<file path="src/cqp_pkg.sv">
`timescale 1ns / 1ps
// Shared types and constants for the circular queue with peek.
package cqp_pkg;

	localparam int DATA_W    = 32;
	localparam int IDX_W     = 4;
	localparam int CAP_W     = 5;
	localparam int REQ_W     = 2;
	localparam int ST_W      = 2;
	localparam int CAP_RESET = 16;
	localparam int CAP_MIN   = 2;

	// Request codes
	localparam logic [REQ_W-1:0] REQ_ENQ  = 2'd0;
	localparam logic [REQ_W-1:0] REQ_DEQ  = 2'd1;
	localparam logic [REQ_W-1:0] REQ_PEEK = 2'd2;

	// Result status codes
	localparam logic [ST_W-1:0] ST_OK    = 2'd0;
	localparam logic [ST_W-1:0] ST_FULL  = 2'd1;
	localparam logic [ST_W-1:0] ST_EMPTY = 2'd2;
	localparam logic [ST_W-1:0] ST_RANGE = 2'd3;

	typedef enum logic [1:0] {
		S_IDLE,
		S_EXEC,
		S_LOAD
	} cqp_state_t;

	// Controller to datapath
	typedef struct packed {
		logic latch;    // capture the request beat
		logic execute;  // update pointers, write or read the store
		logic load;     // move the result into the output register
	} cqp_cmd_t;

	// Datapath to controller
	typedef struct packed {
		logic out_busy; // output register holds a beat that is not taken this cycle
	} cqp_sts_t;

endpackage

</file>
<file path="src/cqp_ctrl.sv">
`timescale 1ns / 1ps
// Controller state machine: sequences accept, execute and result load.
module cqp_ctrl (
	input  logic            clk,
	input  logic            arst_n,
	input  logic            req_valid,
	output logic            req_ready,
	input  cqp_pkg::cqp_sts_t sts,
	output cqp_pkg::cqp_cmd_t cmd
);
	import cqp_pkg::*;

	cqp_state_t state_q;
	cqp_state_t state_nxt;

	always_ff @(posedge clk or negedge arst_n) begin
		if (!arst_n) begin
			state_q <= S_IDLE;
		end else begin
			state_q <= state_nxt;
		end
	end

	always_comb begin
		state_nxt   = state_q;
		req_ready   = 1'b0;
		cmd         = '0;
		case (state_q)
			S_IDLE: begin
				req_ready = 1'b1;
				if (req_valid) begin
					cmd.latch = 1'b1;
					state_nxt = S_EXEC;
				end
			end
			S_EXEC: begin
				cmd.execute = 1'b1;
				state_nxt   = S_LOAD;
			end
			S_LOAD: begin
				if (!sts.out_busy) begin
					cmd.load  = 1'b1;
					state_nxt = S_IDLE;
				end
			end
			default: begin
				state_nxt = S_IDLE;
			end
		endcase
	end

endmodule

</file>
<file path="src/cqp_dp.sv">
`timescale 1ns / 1ps
// Datapath: slot store, head/tail pointers, capacity register and output register.
module cqp_dp #(
	parameter int DEPTH = 16
) (
	input  logic                               clk,
	input  logic                               arst_n,
	input  cqp_pkg::cqp_cmd_t                  cmd,
	output cqp_pkg::cqp_sts_t                  sts,
	input  logic                               cfg_we,
	input  logic [cqp_pkg::CAP_W-1:0]          cfg_cap,
	input  logic [cqp_pkg::REQ_W-1:0]          in_req_type,
	input  logic signed [cqp_pkg::DATA_W-1:0]  in_data,
	input  logic [cqp_pkg::IDX_W-1:0]          in_peek_index,
	input  logic                               out_ready,
	output logic                               out_valid,
	output logic [cqp_pkg::ST_W-1:0]           out_status,
	output logic signed [cqp_pkg::DATA_W-1:0]  out_value
);
	import cqp_pkg::*;

	localparam int AW = (DEPTH > 1) ? $clog2(DEPTH) : 1;
	localparam int CW = $clog2(DEPTH + 1);
	localparam int W  = (CW > CAP_W) ? CW : CAP_W;
	localparam int PW = ((CW > IDX_W) ? CW : IDX_W) + 2;

	logic signed [DATA_W-1:0] mem [DEPTH];

	// Captured request
	logic [REQ_W-1:0]         req_type_q;
	logic signed [DATA_W-1:0] req_data_q;
	logic [IDX_W-1:0]         req_idx_q;

	// Queue state
	logic [CAP_W-1:0] cap_q;
	logic [AW-1:0]    head_q;
	logic [AW-1:0]    tail_q;
	logic             empty_q;

	// Result of the execute step
	logic [ST_W-1:0]          status_q;
	logic                     has_value_q;
	logic signed [DATA_W-1:0] rd_data_q;

	// Output register
	logic                     out_valid_q;
	logic [ST_W-1:0]          out_status_q;
	logic signed [DATA_W-1:0] out_value_q;

	// Effective capacity, clamped to 2..DEPTH
	logic [W-1:0]  cap_ext;
	logic [CW-1:0] eff_cap;
	logic [CW-1:0] tail_inc;
	logic [CW-1:0] head_inc;
	logic [AW-1:0] tail_next;
	logic [AW-1:0] head_next;
	logic [PW-1:0] count;
	logic [PW-1:0] peek_sum;
	logic [AW-1:0] peek_pos;

	// Execute decisions
	logic [AW-1:0]   head_nxt;
	logic [AW-1:0]   tail_nxt;
	logic            empty_nxt;
	logic [ST_W-1:0] st_nxt;
	logic            has_value_nxt;
	logic            wr_en;
	logic [AW-1:0]   wr_addr;
	logic [AW-1:0]   rd_addr;

	always_comb begin
		cap_ext = W'(cap_q);
		if (cap_ext < W'(CAP_MIN)) begin
			eff_cap = CW'(CAP_MIN);
		end else if (cap_ext > W'(DEPTH)) begin
			eff_cap = CW'(DEPTH);
		end else begin
			eff_cap = CW'(cap_ext);
		end

		tail_inc  = CW'(tail_q) + CW'(1);
		tail_next = (tail_inc >= eff_cap) ? AW'(tail_inc - eff_cap) : AW'(tail_inc);
		head_inc  = CW'(head_q) + CW'(1);
		head_next = (head_inc >= eff_cap) ? AW'(head_inc - eff_cap) : AW'(head_inc);

		if (tail_q >= head_q) begin
			count = PW'(tail_q) - PW'(head_q) + PW'(1);
		end else begin
			count = PW'(tail_q) + PW'(eff_cap) - PW'(head_q) + PW'(1);
		end

		// idx stays below the count, so one wrap is enough
		peek_sum = PW'(head_q) + PW'(req_idx_q);
		peek_pos = (peek_sum >= PW'(eff_cap)) ? AW'(peek_sum - PW'(eff_cap))
		                                      : AW'(peek_sum);
	end

	always_comb begin
		head_nxt      = head_q;
		tail_nxt      = tail_q;
		empty_nxt     = empty_q;
		st_nxt        = ST_OK;
		has_value_nxt = 1'b0;
		wr_en         = 1'b0;
		wr_addr       = tail_next;
		rd_addr       = head_q;
		case (req_type_q)
			REQ_ENQ: begin
				if (empty_q) begin
					head_nxt  = '0;
					tail_nxt  = '0;
					empty_nxt = 1'b0;
					wr_en     = 1'b1;
					wr_addr   = '0;
				end else if (tail_next == head_q) begin
					st_nxt = ST_FULL;
				end else begin
					tail_nxt = tail_next;
					wr_en    = 1'b1;
				end
			end
			REQ_DEQ: begin
				if (empty_q) begin
					st_nxt = ST_EMPTY;
				end else begin
					has_value_nxt = 1'b1;
					if (head_q == tail_q) begin
						head_nxt  = '0;
						tail_nxt  = '0;
						empty_nxt = 1'b1;
					end else begin
						head_nxt = head_next;
					end
				end
			end
			REQ_PEEK: begin
				rd_addr = peek_pos;
				if (empty_q) begin
					st_nxt = ST_EMPTY;
				end else if (PW'(req_idx_q) >= count) begin
					st_nxt = ST_RANGE;
				end else begin
					has_value_nxt = 1'b1;
				end
			end
			default: begin
				st_nxt = ST_RANGE;
			end
		endcase
	end

	// Request capture
	always_ff @(posedge clk) begin
		if (cmd.latch) begin
			req_type_q <= in_req_type;
			req_data_q <= in_data;
			req_idx_q  <= in_peek_index;
		end
	end

	// Slot store, one write and one registered read
	always_ff @(posedge clk) begin
		if (cmd.execute && wr_en) begin
			mem[wr_addr] <= req_data_q;
		end
		if (cmd.execute) begin
			rd_data_q <= mem[rd_addr];
			status_q  <= st_nxt;
		end
	end

	always_ff @(posedge clk or negedge arst_n) begin
		if (!arst_n) begin
			cap_q       <= CAP_W'(CAP_RESET);
			head_q      <= '0;
			tail_q      <= '0;
			empty_q     <= 1'b1;
			has_value_q <= 1'b0;
		end else if (cfg_we) begin
			cap_q   <= cfg_cap;
			head_q  <= '0;
			tail_q  <= '0;
			empty_q <= 1'b1;
		end else if (cmd.execute) begin
			head_q      <= head_nxt;
			tail_q      <= tail_nxt;
			empty_q     <= empty_nxt;
			has_value_q <= has_value_nxt;
		end
	end

	always_ff @(posedge clk or negedge arst_n) begin
		if (!arst_n) begin
			out_valid_q <= 1'b0;
		end else if (cmd.load) begin
			out_valid_q <= 1'b1;
		end else if (out_ready) begin
			out_valid_q <= 1'b0;
		end
	end

	always_ff @(posedge clk) begin
		if (cmd.load) begin
			out_status_q <= status_q;
			out_value_q  <= has_value_q ? rd_data_q : '0;
		end
	end

	assign sts.out_busy = out_valid_q && !out_ready;
	assign out_valid    = out_valid_q;
	assign out_status   = out_status_q;
	assign out_value    = out_value_q;

endmodule

</file>
<file path="src/circular_queue_with_peek.sv">
`timescale 1ns / 1ps
// Top level of the circular queue with peek: ports, controller, datapath, checks.
//
// Ring-buffer queue of signed 32-bit words with DEPTH slots, of which the
// capacity register (cfg_data, reset 16) puts 2..DEPTH in use; values outside
// that range saturate. Every request beat (tuser: 0 enqueue, 1 dequeue,
// 2 peek) yields exactly one result beat: tuser carries the status
// (0 ok, 1 full, 2 empty, 3 index out of range or unknown request) and
// tdata the dequeued or peeked word, 0 otherwise. A peek reads position
// peek_index counted from the oldest entry without removing it. A capacity
// write empties the queue; write it only while no request is in flight.
// Flow: a request passes a pointer update with a registered store read,
// then the output load, before its result beat is presented; a new
// request is taken only after the last one loaded its result, and a stalled
// output holds the controller in its load step. The output register lets
// the next request be accepted while a result beat waits. No clearing pass
// after reset: the store is only read where it was written.
module circular_queue_with_peek #(
	parameter int DEPTH = 16
) (
	input  logic        clk,
	input  logic        arst_n,
	// request channel
	input  logic        s_axis_tvalid,
	output logic        s_axis_tready,
	input  logic [39:0] s_axis_tdata,  // [31:0] data_in, [35:32] peek_index, [39:36] zero
	input  logic [1:0]  s_axis_tuser,  // [1:0] req_type
	// result channel
	output logic        m_axis_tvalid,
	input  logic        m_axis_tready,
	output logic [31:0] m_axis_tdata,  // [31:0] value_out
	output logic [1:0]  m_axis_tuser,  // [1:0] status
	// capacity register write
	input  logic        cfg_valid,
	output logic        cfg_ready,
	input  logic [4:0]  cfg_data       // capacity_in_use
);
	import cqp_pkg::*;

	cqp_cmd_t cmd;
	cqp_sts_t sts;
	logic     cfg_we;

	// config is always taken; the user writes it only while idle
	assign cfg_ready = 1'b1;
	assign cfg_we    = cfg_valid && cfg_ready;

	cqp_ctrl u_ctrl (
		.clk       (clk),
		.arst_n    (arst_n),
		.req_valid (s_axis_tvalid),
		.req_ready (s_axis_tready),
		.sts       (sts),
		.cmd       (cmd)
	);

	cqp_dp #(
		.DEPTH (DEPTH)
	) u_dp (
		.clk           (clk),
		.arst_n        (arst_n),
		.cmd           (cmd),
		.sts           (sts),
		.cfg_we        (cfg_we),
		.cfg_cap       (cfg_data),
		.in_req_type   (s_axis_tuser),
		.in_data       (s_axis_tdata[31:0]),
		.in_peek_index (s_axis_tdata[35:32]),
		.out_ready     (m_axis_tready),
		.out_valid     (m_axis_tvalid),
		.out_status    (m_axis_tuser),
		.out_value     (m_axis_tdata)
	);

`ifndef NO_ASSERTIONS
	// an execute step always follows a captured beat
	a_exec_after_latch: assert property (@(posedge clk) disable iff (!arst_n)
		cmd.execute |-> $past(cmd.latch))
		else $error("execute without captured request");

	// a loaded result shows up as a result beat
	a_load_shows: assert property (@(posedge clk) disable iff (!arst_n)
		cmd.load |=> m_axis_tvalid)
		else $error("loaded result not presented");

	// no new request is taken while one is still being worked on
	a_one_in_flight: assert property (@(posedge clk) disable iff (!arst_n)
		s_axis_tready |-> !(cmd.execute || cmd.load))
		else $error("request accepted while busy");

	// failed requests carry a zero word
	a_zero_on_fail: assert property (@(posedge clk) disable iff (!arst_n)
		(m_axis_tvalid && (m_axis_tuser != ST_OK)) |-> (m_axis_tdata == '0))
		else $error("nonzero value on failed request");
`endif

endmodule

</file>
<file path="config.mk">
export PLATFORM = sky130hd
export DESIGN_NAME = circular_queue_with_peek
export DESIGN_NICKNAME = d
export VERILOG_FILES = /design/src/cqp_pkg.sv /design/src/cqp_ctrl.sv /design/src/cqp_dp.sv /design/src/circular_queue_with_peek.sv
export SDC_FILE = /design/constraint.sdc
export NUM_CORES = 1
export LEC_CHECK = 0
export ABC_AREA = 1
export BUFFER_PORTS_ARGS = -buffer_cell sky130_fd_sc_hd__buf_2
export CAP_MARGIN = 5
export CORE_MARGIN = 2
export CORE_UTILIZATION = 60
export CTS_CLUSTER_SIZE = 10
export DETAILED_ROUTE_END_ITERATION = 10
export PLACE_DENSITY = 0.85
export SETUP_SLACK_MARGIN = 0.2
export SLEW_MARGIN = 0
export SYNTH_ARGS = -nofsm -noshare
export SYNTH_HDL_FRONTEND = slang
export SYNTH_HIERARCHICAL = 1
export SYNTH_SLANG_ARGS = --single-unit
</file>
<file path="constraint.sdc">
create_clock -name clk -period 12.15 [get_ports clk]
set_clock_uncertainty 0.05 [all_clocks]
set_input_delay 0.6075 -clock clk [delete_from_list [all_inputs] [get_ports clk]]
set_output_delay 0.6075 -clock clk [all_outputs]
set_load 0.03 [all_outputs]
</file>
==> flow_summary.toml <==
[status]
status = "finished, final reports clean"

[timing]
finalCritPeriodShare = 0.488
rsz0062_at_grt = "no"
finalSetupTns_ps = 0
fmax_ghz = 0.169
timing.hold.ws_ps = 137
layout_min_cycle_time_ps = 5930
setup_viol = 0
worst_pin_slew_ps = 1230
hold_viol = 0
maxSlewHeadroom = 0.177
maxSlewViolCount = 0

[layout]
final_common_cell = "edfxtp_1"
final_cell_mix = "edfxtp_1, nand3_1, nand2_1"
area_growth_pct = 9.73
multiInputGateArea_um2 = 7340
final_nets = 2788
diodes = 0
drive_above_1_share = 0.0852
final_cells = 3307
nFillCells = 3128
regArea_um2 = 19000

[min_path]
worstHoldPathType = "input pin to flip-flop"
min-delay-start = "s_axis_tdata[10]"

[clocking]
clock_sinks = 636
clk_pin_slew_ps = 50
post_cts_resized = 0
hold_buffers = 1
root_buffer = "clkbuf_16"
cts_buffer_depth = 3
clk_latency_ps = 590
cts_tree = "yes"
cts_buffers = 73
cts-htree-levels = 3
post_cts_buffers = 0

[synthesis]
synth.net_count = 2737
synth-main-ff-cell = "edfxtp_1"
async_flop_share = 0.0283
ys_ff_latch = 636
synth_area_per_cell_um2 = 10.8
yosysWarnings = 6
synth.cell_area_um2 = 28500
synth_edf_count = 618
yosysSeqAreaShare = 0.667
syn_inst = 2634
ys_types = 42

[worst_setup_path]
cp-start-kind = "flip-flop"
critical_path.max_stage_delay_ps = 830
timing.rr.start = "u_dp/head_q[0]"
crit_top_cell = "nand2_1"
path_cells = "ha_1, fa_1, nand2_1, inv_1, nor2_1, ha_1, nand2_1, nand2_1, a21oi_4, nand4_1, nand3_4, buf_4, nand2_8, buf_4, nand2_1, nand2_1, nand2_1, nand3_1, nand3_1, nand2_1"
critPathMaxFanout = 157
crit_buf_inv = 3
cp_top_family = "simple AND/OR/NAND/NOR gates"
critPathArrivalTime_ps = 6220
critical_path_required_ps = 12440
critPathKind = "flip-flop to flip-flop"
cp-startpoint = "u_dp/head_q[0]"
slowest_stage = "nand2_8"
cp-end-kind = "flip-flop"

[floorplanning]
dieWidth_um = 222
rows = 79
die_h_um = 222
dieArea_um2 = 49300
io_pins = 89
core_um2 = 46800
initial_core_util = 0.610

[global_routing]
grt_pass1_wl_um = 105000
grt-ovfl-total = 0
antenna_found_initial = 0
grt_use_total = 0.275
grt_pass1_vias = 19800
grt_start_max_net_pins = 158

[pwr]
p_leak_uw = 0.0132
irDropWorstVdd_mv = 0.116
power_density_nw_per_um2 = 169

[routing]
drt_iter0_drc = 2646
final_antenna_net_count = 0
num_vias = 19900
vias_per_cell = 6.01
drc_errors = 0
dr.pass1.iters = 5
drt-wirelength-per-cell_um = 20.4
wirelength_um = 67500

[job]
drv_cap = 0

[place]
dp_cells = 3216
dp_hpwl_um = 33500
port_buffers = 83
gp_congestion = 0.876
synth_stat cells, types with 16 or more instances:
| cell type | instances | area (um2) |
|---|---|---|
| nand3_1 | 602 | 3010 |
| nand2_1 | 598 | 2240 |
| inv_1 | 415 | 1560 |
| buf_4 | 16 | 120 |
| ha_1 | 42 | 526 |
| o21ai_0 | 19 | 95.1 |
| clkbuf_1 | 41 | 154 |
| edfxtp_1 | 618 | 18600 |
| nor2_1 | 47 | 176 |
| dfrtp_1 | 16 | 400 |
| nand3b_1 | 51 | 383 |
| buf_2 | 64 | 320 |
final timing paths:
| path | end | slack [ps] | cells past startpoint |
|---|---|---|---|
| worst max-delay path | u_dp/rd_data_q[17] | 6220 | 20 |
| worst min-delay path | u_dp/req_data_q[10] | 140 | 1 |
| worst max register to register | u_dp/rd_data_q[17] | 6220 | 20 |
| worst min register to register | u_dp/out_status[0] | 370 | 0 |
| max in group asynchronous | u_dp/empty_q | 11220 | 2 |
| min in group asynchronous | u_dp/head_q[3] | 490 | 2 |
cells by family (layout without fill, tap and decap cells):
group | Yosys count | in the layout | share of synthesized area
adder cells (fa/ha/maj) | 51 | 51 | 0.0248
flip-flops | 636 | 636 | 0.667
XOR/XNOR | 13 | 13 | 0.00399
buffers and inverters | 556 | 622 | 0.0818
multiplexers | 1 | 1 | 0.000351
AND/OR/NAND/NOR | 1325 | 1325 | 0.211
other | 1 | 1 | 0.000132
AO/OA/AOI/OAI | 51 | 51 | 0.0113
layout make-up:
class / instances / area share
clock buffer: 86 / 0.0606
clock inverter: 4 / 0.00120
inverter: 416 / 0.0501
multi-input combinational: 1442 / 0.235
sequential: 636 / 0.608
tap: 607 / 0.0243
timing repair buffer: 116 / 0.0213
state kept, by name, summed over array words and instances, names as in the netlist:
name and cells:
u_ctrl/state_q 2, u_dp/cap_ext 5, u_dp/empty_q 1, u_dp/has_value_q 1
u_dp/head_q 4, u_dp/mem 512, u_dp/out_status 2, u_dp/out_valid 1
u_dp/out_value 32, u_dp/rd_data_q 32, u_dp/req_data_q 32, u_dp/req_idx_q 4
u_dp/req_type_q 2, u_dp/status_q 2, u_dp/tail_q 4
through the flow:
step | instance area (um2) | utilization | setup WS [ps] | power, uW
finish | 31300 | 0.669 | 6220 | 5270
global route | 31300 | 0.669 | 5840 | 5460
CTS | 31300 | 0.669 | 6370 | 5280
detailed placement | 29300 | 0.627 | 6410 | 3420
global placement | 29300 | 0.627 | 6680 | 3380
floorplan | 28500 | - | 7990 | 3200
power by group:
| part | internal (uW) | total [uW] | switching, uW |
|---|---|---|---|
| clock | 1090 | 1870 | 785 |
| combinational | 205 | 769 | 564 |
| sequential | 2560 | 2630 | 74.8 |
per-layer routing:
metal	vias to the layer above	share of wire	track usage
met4	0	0.041	0.142
met1	9392	0.37	0.355
met3	234	0.11	0.0490
met5	-	0	0
li1	8907	-	-
met2	1341	0.48	0.450
Power figures use the tool's default switching activity.
